[src/sv/bpa_pkg.sv]
// bpa_pkg: shared types, constants and codes of the bitmap page allocator
// depends on nothing; imported by every module of the block
package bpa_pkg;

    localparam int PG_W          = 13;
    localparam int PID_W         = 12;
    localparam int WORD_SHIFT    = 3 + 2;
    localparam int WORD_BITS     = 1 << WORD_SHIFT;
    localparam int WNUM_W        = PG_W - WORD_SHIFT;
    localparam int MAX_PAGES_DEF = 4096;

    localparam logic [PG_W-1:0] PAGE_COUNT_RST = PG_W'(4096);

    typedef enum logic {
        OP_ALLOC = 1'b0,
        OP_FREE  = 1'b1
    } t_op;

    typedef enum logic [1:0] {
        ST_OK    = 2'd0,
        ST_FULL  = 2'd1,
        ST_RANGE = 2'd2
    } t_status;

    typedef struct packed {
        t_op              op;
        logic [PID_W-1:0] page_id;
    } t_in;

    typedef struct packed {
        logic [PID_W-1:0] result_page;
        t_status          status;
    } t_out;

    typedef struct packed {
        logic                  found;
        logic                  last;
        logic [WORD_SHIFT-1:0] off;
    } t_scan;

endpackage

[src/sv/bpa_scan.sv]
// bpa_scan: lowest clear bit of one bitmap word inside [start, lim)
// combinational; uses bpa_pkg types
module bpa_scan (
    input  logic [bpa_pkg::WORD_BITS-1:0] i_word,
    input  logic [bpa_pkg::WNUM_W-1:0]    i_wnum,
    input  logic [bpa_pkg::PG_W-1:0]      i_start,
    input  logic [bpa_pkg::PG_W-1:0]      i_lim,
    output bpa_pkg::t_scan                o_scan
);
    import bpa_pkg::*;

    logic [PG_W-1:0]       lim_m1;
    logic [WORD_BITS-1:0]  cand;
    logic [WORD_SHIFT-1:0] off;
    logic                  first_w;
    logic                  last_w;

    assign lim_m1  = i_lim - PG_W'(1);
    assign first_w = (i_wnum == i_start[PG_W-1:WORD_SHIFT]);
    assign last_w  = (i_wnum == lim_m1[PG_W-1:WORD_SHIFT]);

    always_comb begin
        for (int b = 0; b < WORD_BITS; b++) begin
            cand[b] = !i_word[b]
                && (!first_w || (WORD_SHIFT'(b) >= i_start[WORD_SHIFT-1:0]))
                && (!last_w  || (WORD_SHIFT'(b) <= lim_m1[WORD_SHIFT-1:0]));
        end
    end

    // priority encoder, lowest bit wins
    always_comb begin
        off = '0;
        for (int b = WORD_BITS - 1; b >= 0; b--) begin
            if (cand[b]) begin
                off = WORD_SHIFT'(b);
            end
        end
    end

    assign o_scan.found = |cand;
    assign o_scan.last  = last_w;
    assign o_scan.off   = off;

endmodule

[config.mk]
export PLATFORM = sky130hd
export DESIGN_NAME = bpa_scan
export DESIGN_NICKNAME = d
export VERILOG_FILES = /design/src/sv/bpa_pkg.sv /design/src/sv/bpa_scan.sv
export SDC_FILE = /design/constraint.sdc
export NUM_CORES = 1
export LEC_CHECK = 0
export BUFFER_PORTS_ARGS = -buffer_cell sky130_fd_sc_hd__buf_4
export CAP_MARGIN = 5
export CORE_ASPECT_RATIO = 1.4
export CORE_MARGIN = 10
export CORE_UTILIZATION = 34
export DETAILED_ROUTE_END_ITERATION = 10
export GPL_TIMING_DRIVEN = 0
export PLACE_DENSITY = 0.59
export RECOVER_POWER = 25
export SLEW_MARGIN = 30
export SYNTH_ARGS = -nofsm -noshare
export SYNTH_HDL_FRONTEND = slang
export SYNTH_SLANG_ARGS = --single-unit
[constraint.sdc]
create_clock -name vclk -period 3.7
set_input_delay 0.555 -clock vclk [all_inputs]
set_output_delay 0.555 -clock vclk [all_outputs]
set_load 0.02 [all_outputs]
==> impl_metrics.yaml <==
timing:
  report.final.slew_viol_count: 0
  setup_viol: 6
  hold_viol_final: 0
  fmax_mhz: 227.0
  rsz0062_at_grt: "yes"
  finalCritPeriodShare_pct: 119.1
  relSlewSlack_pct: 45.72
  post-route-min-period_ps: 4405
  tightestPinTransition_ps: 805.7
  fin_tns_setup_ps: -3571
  finalWorstSetupSlack_ps: -705.2
global_route:
  grt_max_degree: 11
  grt_pass1_vias: 3515
  grt_pass1_wl_um: 17420
  grt.total_usage_pct: 21.02
  overflow: 0
  antenna_found_initial: 0
power_and_ir_drop:
  vdd_drop_max_uv: 46.50
  cellLeakagePower_nw: 1.521
  powerDensity_nw_per_um2: 110.3
run_status:
  violations: "negative setup slack"
  status: "complete, but fails checks"
cells_and_area:
  antenna_cells: 0
  fin_area_um2: 3806
  seq_area_um2: 0
  nFlopsAndLatches: 0
  final_layout_size_suffix_gt1_share_pct: 39.79
  fin_nets: 552
  area_growth_pct: 68.53
  clock_buffers: 0
  nFillCells: 648
logic_synthesis:
  syn_nets: 441
  synth_top_area_cell: "a21oi_1"
  synth_most_common_cell: "nor2_1"
  synth_area_um2: 2258
  ys_types: 77
  syn_area_per_cell_um2: 6.087
  synthTopCellsByArea: "a21oi_1 (11%), nor2_1 (8.8%), xor2_1 (6.2%)"
  synth_common_cells: "nor2_1 (53), a21oi_1 (48), nand2_1 (36)"
  ys_warn_count: 0
  syn_inst: 371
  synth_top_area_share_pct: 10.64
  ys_seq_area_share_pct: 0
detailed_routing:
  postRouteAntennaNets: 0
  drtIter0Drc: 309
  drc_errors: 0
  avgRoutedWirePerCell_um: 21.07
  vias_per_cell: 6.310
  drtPass1Iterations: 6
  vias: 3496
  routed_wl_um: 11680
floorplanning:
  dieHeight_um: 116.4
  core-area_um2: 6525
  num_rows: 35
  num_io_pins: 73
  die_w_um: 88.88
  dieArea_um2: 10350
  initial_core_util_pct: 34.61
placed_design:
  dp_slack_ps: -926.4
  place_congestion: 0.9478
  dpl.hpwl_um: 8612
  port_buffers: 69
  placed_cell_area_um2: 2984
worst_setup_path:
  critPathCaptureType: "output port"
  cp-startpoint: "i_lim[1]"
  crit_type: "input port to output port"
  critPathRequiredTime_ps: 3140
  crit_arrival_ps: 3850
  cp-start-kind: "input port"
  crit_path_end: "o_scan[0]"
  slowest_delay_ps: 500
  crit_chain: "buf_12 > inv_16 > ha_4 > or4b_4 > or3_4 > o31ai_4 > a21o_1 > nor4_4 > buf_4 > buf_6 > buf_6 > a21oi_2 > o22ai_2 > a2111oi_4 > o31ai_4 > a21oi_2 > buf_6"
  cp_slowest_cell: "or4b_4"
  crit_path_max_fanout: 4
  crit_top_cell: "buf_6"
min_path:
  worstHoldPathType: "input port to output port"
  worstHoldStart: "i_word[1]"
flow_run:
  drv_cap: 0
[layer usage]
layer / track usage [%] / wire (um) / vias up
li1: - / - / 1639
met4: 11.46 / 728 / 0
met5: 0 / 0 / -
met3: 3.559 / 1023 / 51
met1: 22.47 / 4206 / 1586
met2: 37.77 / 5718 / 220
[metrics by stage]
step	hold WS, ps	power [mW]	std cells	util (%)
final	1702	0.4196	554	58.33
after global routing	1746	0.4475	554	58.33
after CTS	1685	0.3824	548	55.09
after detailed placement	1694	0.3248	514	45.73
after global placement	1694	0.3216	514	45.54
after floorplan	1442	0.1920	371	-
[kinds of logic (layout without fill, tap and decap cells)]
group | Yosys count | count (layout) | synth area share [%]
AO/OA/AOI/OAI | 154 | 154 | 46.48
XOR/XNOR | 21 | 21 | 8.144
buffers and inverters | 33 | 142 | 6.426
multiplexers | 5 | 5 | 2.327
adder cells (fa/ha/maj) | 4 | 4 | 2.216
AND/OR/NAND/NOR | 154 | 154 | 34.40
[worst min-delay path by stage]
stage	endpoint	slack, ps	cells past startpoint
detailed placement	o_scan[0]	1690	6
global placement	o_scan[0]	1690	6
finish	o_scan[0]	1700	6
floorplan	o_scan[0]	1440	4
global route	o_scan[0]	1750	6
CTS	o_scan[0]	1690	6
[cell usage in the layout, fill, tap and decap left out, types with 4 or more instances in the layout]
master    netlist  layout
a211o_1         4       4
a21oi_4         0       4
a21oi_2         0       6
a31oi_1         5       5
xnor2_1         5       5
clkbuf_1       10       9
o22ai_1         8       6
o21ai_0        25      19
nand4_1         4       4
o211ai_1        4       4
nor3_1          7       6
o21ai_2         0       5
a21oi_1        48      38
nand2b_1        6       5
nand3_1        12       9
nor2_1         53      49
buf_4           2      88
inv_1          13      11
nand2_1        36      36
or3_1           7       6
nor2_2          0       4
xor2_1         16      16
a21o_1          4       4
buf_6           1      22
[timing repair]
action	in CTS	in global routing
pin swaps	35	23
buffers inserted	35	6
resized for setup	71	36
setup endpoints to repair	6	6
hold buffers	0	0
[power breakdown]
group	total (mW)	switching, mW	internal [mW]
sequential	0	0	0
combinational	0.420	0.244	0.176
clock	0	0	0
[layout make-up]
type               count  area (um^2)  share of cell area (%)
multi-input cells    338         2596                   68.21
repair buffers       110        938.4                   24.65
plain buffers         17        98.84                   2.597
well taps             74        92.59                   2.433
inverters             15        80.08                   2.104
[worst max-delay path, delay by kind of cell]
family / cells / cell delay, ps
fa+ha+maj: 1 / 120
simple gates: 3 / 930
compound gates: 7 / 1510
buf+inv: 6 / 730
Power figures use the tool's default switching activity.
