### src/sv/bpa_pkg.sv
// bpa_pkg: shared types, constants and codes of the bitmap page allocator
// depends on nothing; imported by every module of the block
package bpa_pkg;

    localparam int PG_W          = 13;
    localparam int PID_W         = 12;
    localparam int WORD_SHIFT    = 3 + 2;
    localparam int WORD_BITS     = 1 << WORD_SHIFT;
    localparam int WNUM_W        = PG_W - WORD_SHIFT;
    localparam int MAX_PAGES_DEF = 4096;

    localparam logic [PG_W-1:0] PAGE_COUNT_RST = PG_W'(4096);

    typedef enum logic {
        OP_ALLOC = 1'b0,
        OP_FREE  = 1'b1
    } t_op;

    typedef enum logic [1:0] {
        ST_OK    = 2'd0,
        ST_FULL  = 2'd1,
        ST_RANGE = 2'd2
    } t_status;

    typedef struct packed {
        t_op              op;
        logic [PID_W-1:0] page_id;
    } t_in;

    typedef struct packed {
        logic [PID_W-1:0] result_page;
        t_status          status;
    } t_out;

    typedef struct packed {
        logic                  found;
        logic                  last;
        logic [WORD_SHIFT-1:0] off;
    } t_scan;

endpackage

### src/sv/bpa_map_ram.sv
// bpa_map_ram: used-bit memory, one write port and one read port
// read data registered; uses bpa_pkg for the word width
module bpa_map_ram #(
    parameter int DEPTH = 128,
    parameter int AW    = 7
) (
    input  logic                           i_clk,
    input  logic                           i_we,
    input  logic [AW-1:0]                  i_waddr,
    input  logic [bpa_pkg::WORD_BITS-1:0]  i_wdata,
    input  logic [AW-1:0]                  i_raddr,
    output logic [bpa_pkg::WORD_BITS-1:0]  o_rdata
);
    import bpa_pkg::*;

    logic [WORD_BITS-1:0] r_mem [DEPTH];
    logic [WORD_BITS-1:0] r_rdata;

    always_ff @(posedge i_clk) begin
        if (i_we) begin
            r_mem[i_waddr] <= i_wdata;
        end
        r_rdata <= r_mem[i_raddr];
    end

    assign o_rdata = r_rdata;

endmodule

### config.mk
export PLATFORM = sky130hd
export DESIGN_NAME = bpa_map_ram
export DESIGN_NICKNAME = d
export VERILOG_FILES = /design/src/sv/bpa_pkg.sv /design/src/sv/bpa_map_ram.sv
export SDC_FILE = /design/constraint.sdc
export NUM_CORES = 2
export LEC_CHECK = 0
export BUFFER_PORTS_ARGS = -buffer_cell sky130_fd_sc_hd__buf_2
export CAP_MARGIN = 40
export CORE_MARGIN = 2
export CORE_UTILIZATION = 35
export DETAILED_ROUTE_END_ITERATION = 6
export GPL_TIMING_DRIVEN = 0
export PLACE_DENSITY_LB_ADDON = 0.05
export SETUP_SLACK_MARGIN = 0.2
export SYNTH_ARGS = -nofsm -noshare
export SYNTH_HDL_FRONTEND = slang
export SYNTH_SLANG_ARGS = --single-unit
### constraint.sdc
create_clock -name i_clk -period 3.9 [get_ports i_clk]
set_input_delay 0.39 -clock i_clk [delete_from_list [all_inputs] [get_ports i_clk]]
set_output_delay 0.39 -clock i_clk [all_outputs]
set_load 0.03 [all_outputs]
==> key figures <==
Status
  – Outcome: completed

Power
  – Logic pwr share: 6.0%
  – Worst VDD drop: 0.381 mV
  – Pwr Total: 96.3 mW
  – Power Density: 514 nW/um^2
  – Switch share: 22.0%
  – Part of the power in registers: 50.9%
  – Leak Pwr: 57.3 nW
  – Switching power total: 21.2 mW
  – Clock power share: 43.0%
  – Pint: 75.2 mW

Global route
  – Largest net degree at the start of global routing: 96
  – Vias in the first global route: 73700
  – First-pass GRT wire length: 645000 um
  – Global Route Usage Sum: 21.0%
  – Gr ovfl total: 0
  – Initial antenna violation count: 90

Setup path
  – Startpoint Class: input pin
  – Reg2Reg Depth: 4
  – CP required: 4.76 ns
  – Crit-path most repeated cell: mux4_2
  – Crit path cell chain: clkbuf_1 > buf_4 > clkbuf_2 > buf_12 > clkbuf_1 > buf_6 > mux4_2 > mux4_2 > mux4_2 > mux2_2
  – Max FO, Critical Path: 17
  – CP Capture Point: o_rdata[13]$_DFF_P_
  – R2r setup slk: 1.07 ns
  – WP buf/inv: 6
  – CP Launch Point: i_raddr[2]
  – Crit path depth: 10
  – Slowest stage cell on the critical path: mux4_2
  – Reg2reg end: o_rdata[15]$_DFF_P_
  – Cell family with most CP delay: multiplexers
  – WS Path Type: input pin to register
  – RR Startpoint: r_mem[61][15]$_DFFE_PP_
  – Slowest stage delay, CP: 0.85 ns
  – Worst setup EP type: register
  – Critical path arrival: 4.72 ns

Synth
  – Register area share after synthesis: 79.1%
  – Synth cell types: 17
  – Top cells by area, synth: edfxtp_1 (79%), mux4_2 (19%), clkbuf_1 (0.44%)
  – Mean Syn Cell Area: 26.1 um^2
  – Ys Warns: 0
  – Cell with the most instances after synthesis: edfxtp_1
  – Prevailing post-synth register cell: edfxtp_1
  – Seq cells post-synth: 4128
  – Mapped Area: 156000 um^2
  – Ys async rst share: 0%
  – Yosys top cell by area: edfxtp_1
  – Syn Inst Count: 5990
  – Top cell type's share of synthesized area: 78.7%
  – Synth cell count leaders: edfxtp_1 (4096), mux4_2 (1344), clkbuf_1 (182), nor2_1 (122), buf_2 (79)
  – Syn Nets: 6038
  – Post-synth EDFFs: 4096

Floorplanning
  – Die span in y: 672 um
  – Core area: 445000 um^2
  – Die Width: 672 um
  – Cell Rows: 245
  – Die area: 452000 um^2
  – IO Pins: 80
  – Initial Util: 35.1%

STA
  – Post-layout min period: 3.85 ns
  – Final Hold Viols: 0
  – RSZ-0062 raised after global routing: no
  – Final setup viols: 0
  – Fin Setup TNS: 0 ns
  – Worst Hold Slack: 0.185 ns
  – Max Slew Vio Count: 0
  – Clock Skews: 0.0272 ns
  – Slew of the pin with the lowest slew margin: 1.05 ns
  – Worst rel slew slack: 29.7%
  – Fin crit share: 98.8%
  – Fmax: 260 MHz

Clock tree
  – Clk_lat worst skew: 0.98 ns
  – Clock sinks: 4128
  – Num CTS Buffers: 451
  – Clock root cell: clkbuf_16
  – H-tree depth: 5
  – CTS clk-pin slew, worst paths: 0.06 ns
  – CTS Buffer Depth: 4
  – CTS tree: built

Placed design
  – GPL Wtd Cong: 0.898
  – Placed Cells: 12400
  – Port bufs: 68
  – HPWL Detailed: 338000 um
  – Placed Area: 172000 um^2

Finish
  – Area Growth Syn to Fin: 19.8%
  – Share of layout cells above drive strength 1: 36.9%
  – Post-route cell area: 187000 um^2
  – Number of fillers in the final layout: 38200
  – Final Net Count: 6976
  – Post-Layout Cell Count: 13400

Routing
  – DRT antenna net count: 0
  – DR vias/cell: 5.35
  – First-pass iteration count of the detailed router: 5
  – Initial drt markers: 8264
  – Via count: 71500
  – WL per Instance: 35.8 um
  – Post-Route WL: 479000 um
  – DRC: 0

Min path
  – Hold path cells: 3
  – Hold/Removal Path Class: input pin to register

Flow run
  – Max cap viols: 0
-- registers in the layout (all words and copies together), names as in the netlist --
signal	cells
o_rdata	32
r_mem	4096
-- worst min-delay path: cells and delay by family --
family,cells,cell delay (ns)
buffers and inverters,1,0.19
AND/OR/NAND/NOR,2,0.39
-- metrics by stage --
stage	worst slack [ns]	utilization, %
3_3_place_gp	-4.12	36.9
5_1_grt	0.178	42.1
6_report	0.0470	42.1
2_1_floorplan	0.271	-
3_5_place_dp	-1.22	38.7
4_1_cts	0.215	42.0
-- what timing repair did --
item | CTS | global route
setup endpoints to repair | 31 | 0
resized for setup | 7 | 0
endpoints found under the hold margin | 1552 | 0
hold buffers | 33 | 0
setup buffers | 0 | 0
-- metal layers --
layer,vias up,track usage [%],part of all wire [%]
met3,534,3.24,5.7
met2,2136,33.6,48
met4,12,5.62,2.6
met5,-,0,0.017
li1,28600,-,-
met1,40300,30.1,44
-- logic make-up (layout without fill, tap and decap cells) --
| kind of cell | Yosys count | after routing | share of synthesized area (%) |
|---|---|---|---|
| flops | 4128 | 4128 | 79.1 |
| simple gates | 170 | 170 | 0.446 |
| mux | 1376 | 1376 | 19.6 |
| buf+inv | 316 | 1623 | 0.839 |
| other cells | 0 | 154 | 0 |
-- layout by cell type, fill, tap and decap left out, types with 81 or more instances in the layout --
master and instances:
edfxtp_1 4096, mux4_2 1344, clkbuf_16 463, clkbuf_1 246, diode_2 154, nor2_4 119
buf_2 118, buf_12 114, clkinv_1 112, buf_16 105, buf_6 88, clkinv_2 81
-- power by group through the flow --
stage,sequential [mW],combinational [mW],clock [mW]
after floorplan,50.1,2.36,0
after global placement,50.1,5.35,0
after detailed placement,50.0,5.84,0
after CTS,49.1,5.88,42.5
after global routing,49.1,6.06,44.1
final,49.1,5.81,41.4
-- final cells by class --
cell class	count	area, um^2	share of cell area, %
antenna	154	385	0.206
buffer	316	1370	0.730
clock buffer	562	12000	6.40
clock inverter	260	2240	1.19
multi-input combinational	1546	32300	17.2
sequential	4128	124000	66.0
tap	5928	7420	3.96
timing repair buffer	485	7970	4.25
-- worst min-delay path by stage --
stage                          endpoint  slack, ns          startpoint
2_1_floorplan     r_mem[0][0]$_DFFE_PP_       0.49          i_wdata[0]
3_3_place_gp                 o_rdata[7]       0.83  o_rdata[7]$_DFF_P_
3_5_place_dp                 o_rdata[7]       0.83  o_rdata[7]$_DFF_P_
4_1_cts         r_mem[78][29]$_DFFE_PP_       0.06          i_waddr[1]
5_1_grt        r_mem[121][29]$_DFFE_PP_       0.13          i_waddr[0]
6_report        r_mem[121][0]$_DFFE_PP_       0.19          i_waddr[0]
No activity file was read; power rests on OpenSTA's default activity.
